[src/hdl/sdh_pkg.sv]
// Shared constants, widths and types of the sample deviation histogram.
package sdh_pkg;

  localparam int CENTER_SAMPLES = 100;
  localparam int GROUPS         = 200;
  localparam int BINS           = 64;

  localparam int SAMPLE_W = 12;
  localparam int SHIFT_W  = 3;
  localparam int CAP_W    = 8;
  localparam int BCNT_W   = 8;
  localparam int BIN_W    = $clog2(BINS);
  localparam int HALF     = BINS / 2;
  localparam int BIN_MAX  = (1 << BCNT_W) - 1;

  // Largest number of samples summed at once: the center phase or the largest group.
  localparam int MAX_GROUP = 1 << ((1 << SHIFT_W) - 1);
  localparam int ACC_SPAN  = (CENTER_SAMPLES > MAX_GROUP) ? CENTER_SAMPLES : MAX_GROUP;
  localparam int ACC_W     = $clog2(ACC_SPAN * (1 << SAMPLE_W));
  localparam int CNT_W     = $clog2(ACC_SPAN + 1);
  localparam int GRP_W     = $clog2(GROUPS + 1);

  // Center = floor(sum / CENTER_SAMPLES) by multiplying with a rounded-up reciprocal.
  localparam int RECIP_SHIFT = 29;
  localparam longint RECIP_MULT =
    ((64'd1 << RECIP_SHIFT) + CENTER_SAMPLES - 1) / CENTER_SAMPLES;
  localparam int MULT_W = $clog2(RECIP_MULT + 1);
  localparam int PROD_W = ACC_W + MULT_W;

  // APB register map
  localparam int ADDR_W = 3;
  localparam int DATA_W = 32;
  localparam logic REG_SAC_SHIFT = 1'b0;
  localparam logic REG_COUNT_CAP = 1'b1;
  localparam logic [CAP_W-1:0] COUNT_CAP_RESET = CAP_W'(99);

  // Bin memory command from the sequencer: clear sweep or readout address.
  typedef struct packed {
    logic             clear;
    logic [BIN_W-1:0] addr;
  } sdh_mem_cmd_t;

endpackage

[src/hdl/sdh_ram.sv]
// Generic simple dual-port RAM with registered read (read-first on collision).
module sdh_ram #(
  parameter int WIDTH = 8,
  parameter int DEPTH = 64
) (
  input  logic                     clk,
  input  logic                     we,
  input  logic [$clog2(DEPTH)-1:0] waddr,
  input  logic [WIDTH-1:0]         wdata,
  input  logic [$clog2(DEPTH)-1:0] raddr,
  output logic [WIDTH-1:0]         rdata
);

  logic [WIDTH-1:0] mem [DEPTH];

  always_ff @(posedge clk) begin
    if (we) begin
      mem[waddr] <= wdata;
    end
    rdata <= mem[raddr];
  end

endmodule

[src/hdl/sdh_bin_update.sv]
// Bin store: index calculation, read-modify-write with forwarding, clear and readout access.
module sdh_bin_update (
  input  logic                         clk,
  input  logic                         rst,
  input  logic                         avg_v,
  input  logic [sdh_pkg::ACC_W-1:0]    avg,
  input  logic [sdh_pkg::SAMPLE_W-1:0] center,
  input  sdh_pkg::sdh_mem_cmd_t        cmd,
  output logic [sdh_pkg::BCNT_W-1:0]   rd_data,
  output logic                         busy
);
  import sdh_pkg::*;

  logic signed [ACC_W+1:0] dev;
  logic [BIN_W-1:0]        idx;
  logic [BIN_W-1:0]        idx_q;
  logic                    idx_v;
  logic [BIN_W-1:0]        wr_addr_q;
  logic [BCNT_W-1:0]       wr_data_q;
  logic                    wr_v_q;
  logic [BCNT_W-1:0]       ram_rdata;
  logic [BCNT_W-1:0]       cur;
  logic [BCNT_W-1:0]       inc;
  logic                    ram_we;
  logic [BIN_W-1:0]        ram_waddr;
  logic [BCNT_W-1:0]       ram_wdata;
  logic [BIN_W-1:0]        ram_raddr;

  // Signed offset of the average from the low edge of the bin window.
  assign dev = $signed({2'b00, avg})
             - $signed({{(ACC_W + 2 - SAMPLE_W){1'b0}}, center})
             + $signed((ACC_W + 2)'(HALF));

  always_comb begin
    if (dev < 0) begin
      idx = '0;
    end else if (dev >= $signed((ACC_W + 2)'(BINS))) begin
      idx = BIN_W'(BINS - 1);
    end else begin
      idx = dev[BIN_W-1:0];
    end
  end

  // Forward the previous write when the read raced it.
  assign cur = (wr_v_q && (wr_addr_q == idx_q)) ? wr_data_q : ram_rdata;
  assign inc = (cur == BCNT_W'(BIN_MAX)) ? cur : cur + 1'b1;

  assign ram_we    = idx_v || cmd.clear;
  assign ram_waddr = idx_v ? idx_q : cmd.addr;
  assign ram_wdata = idx_v ? inc : '0;
  assign ram_raddr = avg_v ? idx : cmd.addr;

  always_ff @(posedge clk) begin
    if (rst) begin
      idx_v  <= 1'b0;
      wr_v_q <= 1'b0;
    end else begin
      idx_v  <= avg_v;
      wr_v_q <= idx_v;
    end
    idx_q     <= idx;
    wr_addr_q <= idx_q;
    wr_data_q <= inc;
  end

  sdh_ram #(
    .WIDTH(BCNT_W),
    .DEPTH(BINS)
  ) u_bin_ram (
    .clk  (clk),
    .we   (ram_we),
    .waddr(ram_waddr),
    .wdata(ram_wdata),
    .raddr(ram_raddr),
    .rdata(ram_rdata)
  );

  assign rd_data = ram_rdata;
  assign busy    = idx_v;

endmodule

[src/hdl/sample_deviation_histogram.sv]
// Sample deviation histogram top level: sequencer, sample accumulation, center, readout, APB.
//
// Samples are taken one per cycle while the block averages the first 100 samples to a
// center and while it bins averaged groups of 2^sac_shift samples. After the 100th
// sample the input stalls for the reciprocal multiply that forms the center and for a
// sweep that clears the bin RAM one entry a cycle. Each finished group goes through a
// read-modify-write of the dual-port bin RAM (index and read, then increment and write
// back, with forwarding between back-to-back hits on the same bin). After the 200th
// group the input stalls for a drain of that pipeline and then for the readout of 64
// results, one RAM read per result, each read waiting while the output is stalled. The
// last result carries last = 1, and the next run starts in the center phase as that
// result is loaded into the output register.
module sample_deviation_histogram (
  input  logic                             clk,
  input  logic                             rst,
  input  logic [sdh_pkg::SAMPLE_W-1:0]     sample,
  input  logic                             in_valid,
  output logic                             in_stall,
  output logic [sdh_pkg::BIN_W-1:0]        bin_index,
  output logic [sdh_pkg::BCNT_W-1:0]       bin_count,
  output logic [sdh_pkg::SAMPLE_W-1:0]     center_value,
  output logic                             last,
  output logic                             out_valid,
  input  logic                             out_stall,
  input  logic                             psel,
  input  logic                             penable,
  input  logic                             pwrite,
  input  logic [sdh_pkg::ADDR_W-1:0]       paddr,
  input  logic [sdh_pkg::DATA_W-1:0]       pwdata,
  output logic [sdh_pkg::DATA_W-1:0]       prdata,
  output logic                             pready
);
  import sdh_pkg::*;

  typedef enum logic [2:0] {
    ST_CENTER,
    ST_CALC,
    ST_CLEAR,
    ST_HIST,
    ST_DRAIN,
    ST_READ
  } state_t;

  state_t            state;
  logic [SHIFT_W-1:0] sac_shift;
  logic [CAP_W-1:0]  count_cap;
  logic [ACC_W-1:0]  accum;
  logic [CNT_W-1:0]  inner;
  logic [GRP_W-1:0]  group;
  logic [SAMPLE_W-1:0] center;
  logic [PROD_W-1:0] prod;
  logic [ACC_W-1:0]  avg_q;
  logic              avg_v;
  logic [BIN_W-1:0]  clr_ptr;
  logic [BIN_W-1:0]  rd_ptr;
  logic [BIN_W-1:0]  rd_addr_q;
  logic              rd_last_q;
  logic              rd_inflight;

  logic              in_acc;
  logic              cfg_wr;
  logic              rd_issue;
  logic [ACC_W-1:0]  sum_next;
  logic [CNT_W-1:0]  inner_inc;
  logic [CNT_W-1:0]  grp_size;
  logic [GRP_W-1:0]  grp_inc;
  logic [BCNT_W-1:0] rd_data;
  logic              upd_busy;
  sdh_mem_cmd_t      mem_cmd;

  assign in_stall  = !((state == ST_CENTER) || (state == ST_HIST));
  assign in_acc    = in_valid && !in_stall;
  assign cfg_wr    = psel && penable && pwrite && pready;
  assign pready    = 1'b1;
  assign sum_next  = accum + ACC_W'(sample);
  assign inner_inc = inner + 1'b1;
  assign grp_size  = CNT_W'(1) << sac_shift;
  assign grp_inc   = group + 1'b1;
  assign rd_issue  = (state == ST_READ) && !rd_inflight && (!out_valid || !out_stall);

  assign mem_cmd.clear = (state == ST_CLEAR);
  assign mem_cmd.addr  = (state == ST_CLEAR) ? clr_ptr : rd_ptr;

  always_comb begin
    case (paddr[2])
      REG_SAC_SHIFT: prdata = DATA_W'(sac_shift);
      REG_COUNT_CAP: prdata = DATA_W'(count_cap);
      default:       prdata = '0;
    endcase
  end

  always_ff @(posedge clk) begin
    if (rst) begin
      state       <= ST_CENTER;
      sac_shift   <= '0;
      count_cap   <= COUNT_CAP_RESET;
      accum       <= '0;
      inner       <= '0;
      group       <= '0;
      center      <= '0;
      avg_v       <= 1'b0;
      clr_ptr     <= '0;
      rd_ptr      <= '0;
      rd_inflight <= 1'b0;
      out_valid   <= 1'b0;
    end else begin
      avg_v       <= 1'b0;
      rd_inflight <= rd_issue;

      if (cfg_wr) begin
        case (paddr[2])
          REG_SAC_SHIFT: sac_shift <= pwdata[SHIFT_W-1:0];
          REG_COUNT_CAP: count_cap <= pwdata[CAP_W-1:0];
          default: ;
        endcase
      end

      if (out_valid && !out_stall) begin
        out_valid <= 1'b0;
      end

      case (state)
        ST_CENTER: begin
          if (in_acc) begin
            accum <= sum_next;
            if (inner_inc >= CNT_W'(CENTER_SAMPLES)) begin
              inner <= '0;
              state <= ST_CALC;
            end else begin
              inner <= inner_inc;
            end
          end
        end
        ST_CALC: begin
          prod    <= PROD_W'(accum) * PROD_W'(RECIP_MULT);
          clr_ptr <= '0;
          state   <= ST_CLEAR;
        end
        ST_CLEAR: begin
          center  <= prod[RECIP_SHIFT +: SAMPLE_W];
          accum   <= '0;
          group   <= '0;
          clr_ptr <= clr_ptr + 1'b1;
          if (clr_ptr == BIN_W'(BINS - 1)) begin
            state <= ST_HIST;
          end
        end
        ST_HIST: begin
          if (in_acc) begin
            if (inner_inc >= grp_size) begin
              // close the group and hand its average to the bin pipeline
              avg_q <= sum_next >> sac_shift;
              avg_v <= 1'b1;
              accum <= '0;
              inner <= '0;
              if (grp_inc >= GRP_W'(GROUPS)) begin
                group <= '0;
                state <= ST_DRAIN;
              end else begin
                group <= grp_inc;
              end
            end else begin
              accum <= sum_next;
              inner <= inner_inc;
            end
          end
        end
        ST_DRAIN: begin
          if (!avg_v && !upd_busy) begin
            rd_ptr <= '0;
            state  <= ST_READ;
          end
        end
        ST_READ: begin
          if (rd_issue) begin
            rd_addr_q <= rd_ptr;
            rd_last_q <= (rd_ptr == BIN_W'(BINS - 1));
            rd_ptr    <= rd_ptr + 1'b1;
          end
          if (rd_inflight) begin
            bin_index    <= rd_addr_q;
            bin_count    <= (rd_data > count_cap) ? count_cap : rd_data;
            center_value <= center;
            last         <= rd_last_q;
            out_valid    <= 1'b1;
            if (rd_last_q) begin
              state <= ST_CENTER;
            end
          end
        end
        default: state <= ST_CENTER;
      endcase
    end
  end

  sdh_bin_update u_bin_update (
    .clk    (clk),
    .rst    (rst),
    .avg_v  (avg_v),
    .avg    (avg_q),
    .center (center),
    .cmd    (mem_cmd),
    .rd_data(rd_data),
    .busy   (upd_busy)
  );

  a_last_is_top_bin: assert property (@(posedge clk) disable iff (rst)
    out_valid && last |-> bin_index == BIN_W'(BINS - 1))
    else $error("last flag on a bin other than the top bin");

  a_read_after_drain: assert property (@(posedge clk) disable iff (rst)
    state == ST_READ |-> !avg_v && !upd_busy)
    else $error("readout while a bin update is in flight");

  a_clear_no_update: assert property (@(posedge clk) disable iff (rst)
    mem_cmd.clear |-> !upd_busy && !avg_v)
    else $error("bin clear overlaps a bin update");

  a_no_input_in_readout: assert property (@(posedge clk) disable iff (rst)
    (state == ST_DRAIN || state == ST_READ) |=> !(avg_v && $past(state) == ST_READ))
    else $error("group completed during readout");

endmodule

[config.mk]
export PLATFORM = sky130hd
export DESIGN_NAME = sample_deviation_histogram
export DESIGN_NICKNAME = d
export VERILOG_FILES = /design/src/hdl/sdh_pkg.sv /design/src/hdl/sdh_ram.sv /design/src/hdl/sdh_bin_update.sv /design/src/hdl/sample_deviation_histogram.sv
export SDC_FILE = /design/constraint.sdc
export NUM_CORES = 1
export LEC_CHECK = 0
export BUFFER_PORTS_ARGS = -buffer_cell sky130_fd_sc_hd__buf_2
export CAP_MARGIN = 20
export CORE_MARGIN = 8
export CORE_UTILIZATION = 60
export CTS_BUF_LIST = sky130_fd_sc_hd__clkbuf_8
export DETAILED_ROUTE_END_ITERATION = 8
export GPL_ROUTABILITY_DRIVEN = 0
export GPL_TIMING_DRIVEN = 0
export PLACE_DENSITY_LB_ADDON = 0.12
export RECOVER_POWER = 50
export SLEW_MARGIN = 20
export SYNTH_ARGS = -nofsm -noshare
export SYNTH_HDL_FRONTEND = slang
export SYNTH_SLANG_ARGS = --single-unit
[constraint.sdc]
create_clock -name clk -period 15.2 [get_ports clk]
set_input_delay 3.8 -clock clk [delete_from_list [all_inputs] [get_ports clk]]
set_output_delay 3.8 -clock clk [all_outputs]
set_load 0.005 [all_outputs]
==> out/metrics.yaml, run 1 <==
syn_to_final_growth_pct: 9.67
post_synth_fa_ha_maj_area_fraction_pct: 15.1
synth-compound-area-share_pct: 10.5
largest_family_of_logic_cells_by_synthesized_area: "adder cells"
slowest_delay_ns: 0.40
drtIter0Drc: 3318
row_count: 91
drtAntennaViolNets: 0
buffer_ports.inserted: 63
die_h_um: 264
report.final.slew_viol_count: 123
timing.clock.skew_ns: 0.0372
p_seq_share_pct: 48.6
wire_per_inst_um: 23.4
cap_viol_max_count: 6
synth_common_cells: "edfxtp_1, nand2_1, a21oi_1, inv_1, ha_1"
cts_root_buffer: "clkbuf_8"
number_of_global_route_vias_before_repair: 26800
timing.critical_path.cells: "buf_2, clkbuf_1, mux2_2, buf_2"
routed_wl_um: 102000
fill_count: 4762
worstReg2RegEnd: "prod[40]"
ys_seq_elements: 683
antenna_found_initial: 2
timing.fmax_mhz: 117
timing.critical_path.arrival_ns: 4.72
ff2ff_setup_slack_ns: 8.12
max_slew_margin_pct: -18.8
power.leakage_nw: 15.3
synthDominantCellAreaShare_pct: 47.0
cts-buffers-inserted: 106
worstReg2RegStart: "accum[2]"
tritoncts_clock_tree: "built"
comb_power_share_pct: 16.6
routed-via-count: 27000
setup_viol: 0
synthArstFlopShare_pct: 0
syn-instance-count: 3301
run_status: "finished, violations left"
synth_simple_gate_area_share_pct: 13.5
hp-start: "u_bin_update.idx_q[1]"
fin_crit_sh_pct: 56.1
dpl.hpwl_um: 74900
grt_overflow_total: 0
starting_utilization_of_the_core_area_pct: 60.1
failed_checks: "capacitance limit, slew limit"
synth-edff-count: 577
worst_min_path_class: "register to register"
grt_first_pass_wirelength_um: 155000
timing_worst_slew_pin_value_ns: 1.78
die_area_sq_um: 69600
cp_slowest_cell: "mux2_2"
synth_cell_type_count: 87
floorplan.io_pins: 116
cts_setup_buffers: 0
clockBufferDepth: 3
remaining_drc_errors: 0
worst-endpoint-required_ns: 11.40
p_sw_mw: 1.14
power_per_cell_area_nw_per_um2: 104
synth.avg_cell_area_sq_um: 11.2
grt_max_degree: 65
critical_path_buf_inv_count: 3
path_max_fanout: 10
ys.flop_type: "edfxtp_1"
critPathLaunchType: "input pin"
most_prevalent_standard_cell_on_the_critical_path: "buf_2"
p_int_mw: 3.04
die_width_um: 264
synth-warning-count: 0
totalNegativeSetupSlack_ns: 0
switching_share_pct: 27.4
synthTopCellsByArea: "edfxtp_1, fa_1, ha_1"
number_of_clock_sinks: 683
synth_mux_area_share_pct: 1.72
routed_via_density: 6.17
worst_hold_path.endpoint: "u_bin_update.wr_addr_q[1]"
coreArea_sq_um: 61300
syn_area_sq_um: 36800
detail_route.first_pass.iterations: 6
post-synth-top-count-cell: "edfxtp_1"
timing.critical_path.to_type: "output port"
groute.usage.overall_pct: 29.0
synth_xor_area_share_pct: 1.57
regArea_sq_um: 19400
period_minus_slack_ns: 8.52
vdd_ir_drop_max_mv: 0.0693
ys_seq_area_share_pct: 52.8
timing.critical_path.max_delay_family: "buffers and inverters"
ctsResizeCount: 0
share_of_final_layout_standard_cells_stronger_than_drive_strength_1_pct: 9.85
critical_path_class: "input pin to output port"
pwr-share-clk_pct: 34.9
worst_skew_pair.late_latency_ns: 0.74
multi_input_comb_area_sq_um: 15700
final_net_count: 3922
cts_htree_levels: 3
timing.final.hold_violations: 0
hold_path_depth: 0
synth.largest_area_cell: "edfxtp_1"
worst_setup_hold_path_clk_slew_ns: 0.06
cts_hold_buf: 0
hold_ws_ns: 0.388
r2r.worst_path.cells: 21
grt_setup_unrepaired: "no"
state kept, by name, summed over array words and instances, names as in the netlist, 3 cells and up:
name	flops
u_bin_update.u_bin_ram.mem	512
accum	19
avg_q	19
center	12
center_value	12
prod	12
bin_count	8
count_cap	8
group	8
inner	8
u_bin_update.u_bin_ram.rdata	8
u_bin_update.wr_data_q	8
bin_index	6
clr_ptr	6
rd_addr_q	6
rd_ptr	6
u_bin_update.idx_q	6
u_bin_update.wr_addr_q	6
sac_shift	3
state	3
stage by stage:
step	instance area [sq um]	utilization (%)	std cells	setup slack [ns]	total power, mW
floorplan	36900	-	3324	7.03	2.57
CTS	40400	66.0	4384	6.67	4.20
global placement	38200	62.4	4177	6.70	2.73
detailed placement	38500	62.8	4189	6.66	2.76
global route	40400	65.9	4385	6.57	4.38
finish	40400	65.9	4385	6.68	4.18
routing by layer:
metal / GRT usage, % / up-vias / routed length (um) / part of all wire, %
met2: 45.6 / 1539 / 46700 / 46
met5: 0 / - / 7 / 0.0068
met3: 7.31 / 284 / 11100 / 11
met4: 12.6 / 2 / 4420 / 4.3
li1: - / 12100 / - / -
met1: 38.3 / 13100 / 40200 / 39
logic make-up (layout without fill, tap and decap cells):
group                    count (synthesis)  after routing
AND/OR/NAND/NOR                       1092           1092
flip-flops                             683            683
AO/OA/AOI/OAI                          622            622
buffers and inverters                  417            687
adder cells (fa/ha/maj)                361            361
XOR/XNOR                                65             65
multiplexers                            59             59
other                                    2             26
layout by cell type, fill, tap and decap left out, types with 12 or more instances in the layout:
master and count:
clkinv_2 12, or3_1 14, buf_4 32, nand4_1 31, a22o_1 14, buf_2 113
and3_1 46, clkbuf_1 77, nor3_1 37, a31oi_1 27, xor2_1 24, nand2_1 517
mux2i_1 44, nor2_1 187, nand2b_1 15, nand3_1 149, a22oi_1 42, conb_1 25
dfxtp_1 106, o2111ai_1 22, edfxtp_1 577, a21oi_1 279, clkinv_1 33, inv_1 276
xnor2_1 40, fa_1 139, clkbuf_8 111, o21ai_0 84, o211ai_1 20, a21o_1 30
ha_1 222
cell type report:
class	instances	share of cell area (%)
sequential	683	48.1
multi-input combinational	2224	38.9
clock buffer	111	3.78
tap	790	2.45
inverter	247	2.30
buffer	170	2.12
timing repair buffer	75	1.17
clock inverter	84	1.14
antenna	1	0.00620
worst reg2reg max path, stage by stage (launching register included):
cell and delay [ns]:
dfxtp_1 0.68, fa_1 0.58, inv_1 0.11, fa_1 0.43
inv_1 0.10, fa_1 0.47, fa_1 0.53, inv_1 0.05
fa_1 0.47, inv_1 0.06, fa_1 0.48, ha_1 0.31
nand3_1 0.10, o31ai_1 0.33, a41oi_1 0.18, o31ai_1 0.66
nand4_1 0.28, a31oi_1 0.37, a41o_1 0.28, o21ai_0 0.13
a21oi_1 0.17, a31oi_1 0.05
worst max path at each step:
stage	start	end	slack [ns]	cells after the start
after detailed placement	paddr[2]	prdata[2]	6.66	4
final	paddr[2]	prdata[2]	6.68	4
after CTS	paddr[2]	prdata[2]	6.67	4
after global placement	paddr[2]	prdata[2]	6.70	4
after floorplan	paddr[2]	prdata[2]	7.03	2
after global routing	paddr[2]	prdata[2]	6.57	4
power groups by stage:
stage / clock network, mW / logic, mW / registers (mW)
2_1_floorplan: 0 / 0.504 / 2.06
3_3_place_gp: 0 / 0.663 / 2.07
3_5_place_dp: 0 / 0.692 / 2.07
4_1_cts: 1.47 / 0.703 / 2.03
5_1_grt: 1.54 / 0.810 / 2.03
6_report: 1.46 / 0.693 / 2.03
No activity file was read; power rests on OpenSTA's default activity.
==> run 2: changes to the inputs <==
ABC_AREA = 1   (was not set)
CORE_UTILIZATION = 59   (was 60)
clock period = 7.4 ns   (was 15.2 ns; I/O delays follow)
==> run 2 against run 1 <==
Effect of this change:
- the flow still finishes with violations (capacitance limit, slew limit)
- critical endpoint is now prod[40]
- worst setup slack worse by 5.8 ns
- final cell count grew 19%
- highest routed layer unchanged
- combinational power grew to 2.8 times the previous value
==> out/metrics.yaml, run 2 <==
timing.critical_path.max_delay_family: "adder cells"
tritoncts_clock_tree: "built"
post_synth_fa_ha_maj_area_fraction_pct: 14.2  # -0.87 points
p_seq_share_pct: 44.7  # -3.9 points
critical_path_buf_inv_count: 4  # +1
fill_count: 5329  # +12%
number_of_global_route_vias_before_repair: 28700  # +6.9%
synthTopCellsByArea: "edfxtp_1, nand3_1, fa_1"
synth.avg_cell_area_sq_um: 9.71  # -13%
worst_min_path_class: "register to register"
synth_cell_type_count: 56  # -36%
failed_checks: "capacitance limit, slew limit"
switching_share_pct: 30.0  # +2.6 points
synth.largest_area_cell: "edfxtp_1"
clockBufferDepth: 3  # unchanged
remaining_drc_errors: 0  # unchanged
slowest_delay_ns: 0.69  # +0.29 ns
critical_path_cell_count: 22  # +18
coreArea_sq_um: 65600  # +7.1%
worstReg2RegEnd: "prod[40]"
ff2ff_setup_slack_ns: 0.92  # -7.20 ns
worst_hold_path.endpoint: "u_bin_update.wr_addr_q[1]"
number_of_clock_sinks: 683  # unchanged
routed_via_density: 5.77  # -6.4%
starting_utilization_of_the_core_area_pct: 59.6  # -0.58 points
mostFrequentLayoutCell: "nand2_1"
row_count: 94  # +3.3%
syn_area_sq_um: 39100  # +6.1%
routed-via-count: 30100  # +11%
largest_family_of_logic_cells_by_synthesized_area: "simple AND/OR/NAND/NOR gates"
max_slew_margin_pct: -28.3  # -9.5 points
multi_input_comb_area_sq_um: 16300  # +3.6%
synth_common_cells: "nand2_1, inv_1, nand3_1, edfxtp_1, ha_1"
timing_worst_slew_pin_value_ns: 1.92  # +0.144 ns
critPathLaunchType: "register"
die_area_sq_um: 74700  # +7.4%
cap_viol_max_count: 2  # -4
final_net_count: 4664  # +19%
largest_registers: "u_bin_update.u_bin_ram.mem: 512 flops, accum: 19 flops, avg_q: 19 flops"
die_width_um: 273  # +3.6%
synth-edff-count: 577  # unchanged
synthDominantCellAreaShare_pct: 44.3  # -2.7 points
cp_slowest_cell: "dfxtp_1"
buffer_ports.inserted: 64  # +1.6%
largest_register_ff_count: 512  # unchanged
cts_hold_buf: 0  # unchanged
fin_crit_sh_pct: 87.5
floorplan.io_pins: 116  # unchanged
syn-instance-count: 4025  # +22%
die_h_um: 273  # +3.6%
total_power_mw: 9.34  # +120%
period_minus_slack_ns: 6.48
antenna_found_initial: 4  # +2
synth_xor_area_share_pct: 1.21  # -0.36 points
drtIter0Drc: 3875  # +17%
comb_power_share_pct: 20.6  # +4.0 points
routed_wl_um: 113000  # +9.8%
timing.clock.skew_ns: 0.0517  # +0.0145 ns
ctsResizeCount: 0  # unchanged
pwr-share-clk_pct: 34.7  # -0.2 points
ys_seq_area_share_pct: 49.8  # -3.0 points
regArea_sq_um: 19400  # unchanged
synthArstFlopShare_pct: 0  # unchanged
share_of_final_layout_standard_cells_stronger_than_drive_strength_1_pct: 9.06  # -0.79 points
timing.critical_path.arrival_ns: 6.92  # +2.20 ns
grt_overflow_total: 0  # unchanged
most_prevalent_standard_cell_on_the_critical_path: "fa_1"
vdd_ir_drop_max_mv: 0.398  # +470%
worst_setup_hold_path_clk_slew_ns: 0.06  # about the same
drtAntennaViolNets: 0  # unchanged
hp-start: "u_bin_update.idx_q[1]"
worst_skew_pair.late_latency_ns: 0.77  # +0.03 ns
groute.usage.overall_pct: 29.8  # +0.75 points
hold_path_depth: 0  # unchanged
p_sw_mw: 2.80  # +140%
path_max_fanout: 10  # unchanged
synth_simple_gate_area_share_pct: 21.5  # +8.0 points
cts-buffers-inserted: 111  # +4.7%
power_per_cell_area_nw_per_um2: 216  # +110%
timing.final.hold_violations: 0  # unchanged
grt_first_pass_wirelength_um: 169000  # +9.1%
worst-endpoint-required_ns: 7.84  # -3.56 ns
ys_seq_elements: 683  # unchanged
synth_mux_area_share_pct: 0.311  # -1.4 points
final_core_util_pct: 65.9  # -0.084 points
run_status: "finished, violations left"
cts_root_buffer: "clkbuf_8"
wire_per_inst_um: 21.6  # -7.5%
cts_setup_buffers: 0  # unchanged
r2r.worst_path.cells: 22  # +4.8%
post-synth-top-count-cell: "nand2_1"
register_with_the_most_flip_flops: "u_bin_update.u_bin_ram.mem"
grt_max_degree: 29  # -55%
synth-warning-count: 0  # unchanged
setup_viol: 0  # unchanged
ys.flop_type: "edfxtp_1"
cts_htree_levels: 3  # unchanged
detail_route.first_pass.iterations: 8  # +2
syn_to_final_growth_pct: 10.6
timing.critical_path.to_type: "register"
dpl.hpwl_um: 82800  # +10%
timing.critical_path.cells: "fa_1, inv_1, fa_1, inv_1, fa_1, fa_1, inv_1, fa_1, inv_1, fa_1, ha_1, nand2_1, nor2_1, nor2_1, o21ai_0, nand2_1, nand3_1, a21oi_1, nor2_1, a211oi_1, o21ai_0, xnor2_1"
synth-compound-area-share_pct: 3.97  # -6.5 points
layout.cells.most_common_list: "nand2_1, inv_1, nand3_1, edfxtp_1, ha_1"
critical_path_class: "register to register"
timing.fmax_mhz: 154
p_int_mw: 6.54  # +120%
report.final.slew_viol_count: 44  # -64%
power.leakage_nw: 19.4  # +27%
worstReg2RegStart: "accum[3]"
grt_setup_unrepaired: "no"
-- run 2: cell count changes after synthesis, sizes merged, moves of 25 or more --
| cell | before | now |
|---|---|---|
| a22oi | 42 | 6 |
| mux2i | 45 | 11 |
| nand3 | 149 | 634 |
| a31oi | 30 | 4 |
| a21oi | 282 | 112 |
| buf | 94 | 130 |
| nand3b | 8 | 178 |
| inv | 247 | 663 |
| a21o | 30 | 5 |
| and3 | 46 | 0 |
| xnor2 | 41 | 13 |
| nand2 | 519 | 712 |
-- run 2: worst max path at each step --
stage                          startpoint                               end  slack, ns
floorplan           u_bin_update.idx_q[0]  u_bin_update.u_bin_ram.mem[0][2]       1.83
global placement    u_bin_update.idx_q[0]  u_bin_update.u_bin_ram.mem[7][2]      -3.22
detailed placement               accum[3]                          prod[40]        1.0
CTS                              accum[3]                          prod[40]       0.91
global route                     accum[3]                          prod[40]       0.59
finish                           accum[3]                          prod[40]       0.92
-- run 2: cells by family (layout without fill, tap and decap cells) --
kind of cell	Yosys count	after routing
and+or+nand+nor	1780	1780
AOI/OAI and AO/OA	278	278
buffers and inverters	855	1146
muxes	12	12
DFF	683	683
other	2	27
xor gates and xnor gates	54	54
adders and majority gates	361	361
-- run 2: power by group through the flow --
stage               combinational, mW  sequential [mW]  clock [mW]
floorplan                        1.42             4.24           0
global placement                 1.87             4.26           0
detailed placement               1.90             4.26           0
CTS                              1.92             4.18        3.25
global route                     2.22             4.18        3.42
finish                           1.92             4.18        3.24
-- run 2: worst register-to-register path, stage by stage, from the launching register on --
cell	delay (ns)
dfxtp_1	0.69
fa_1	0.58
inv_1	0.10
fa_1	0.42
inv_1	0.11
fa_1	0.46
fa_1	0.52
inv_1	0.05
fa_1	0.48
inv_1	0.06
fa_1	0.49
ha_1	0.38
nand2_1	0.12
nor2_1	0.05
nor2_1	0.09
o21ai_0	0.12
nand2_1	0.08
nand3_1	0.17
a21oi_1	0.35
nor2_1	0.07
a211oi_1	0.41
o21ai_0	0.21
xnor2_1	0.16
-- run 2: area by class of cell --
cell class / count / area share, %
Antenna cell: 2 / 0.0116
Buffer: 190 / 2.33
Clock buffer: 116 / 3.69
Clock inverter: 87 / 1.32
Inverter: 665 / 5.78
Multi-Input combinational cell: 2510 / 37.7
Sequential cell: 683 / 45.0
Tap cell: 864 / 2.50
Timing Repair Buffer: 88 / 1.70
-- run 2: per-layer routing --
layer | share of wire [%] | track usage (%)
met1 | 40 | 40.9
met2 | 44 | 45.1
met3 | 12 | 7.28
met4 | 4.3 | 12.5
met5 | 0.012 | 0
-- run 2: stage by stage --
| stage | std cells | hold slack [ns] | worst slack (ns) | cell area [sq um] | TNS, ns |
|---|---|---|---|---|---|
| finish | 5205 | 0.354 | 0.924 | 43200 | 0 |
| global route | 5205 | 0.364 | 0.587 | 43200 | 0 |
| CTS | 5203 | 0.353 | 0.911 | 43300 | 0 |
| floorplan | 4048 | 0.331 | 1.83 | 39200 | 0 |
| detailed placement | 5000 | 0.342 | 0.997 | 41200 | 0 |
| global placement | 4976 | 0.337 | -3.22 | 40600 | -537.17 |
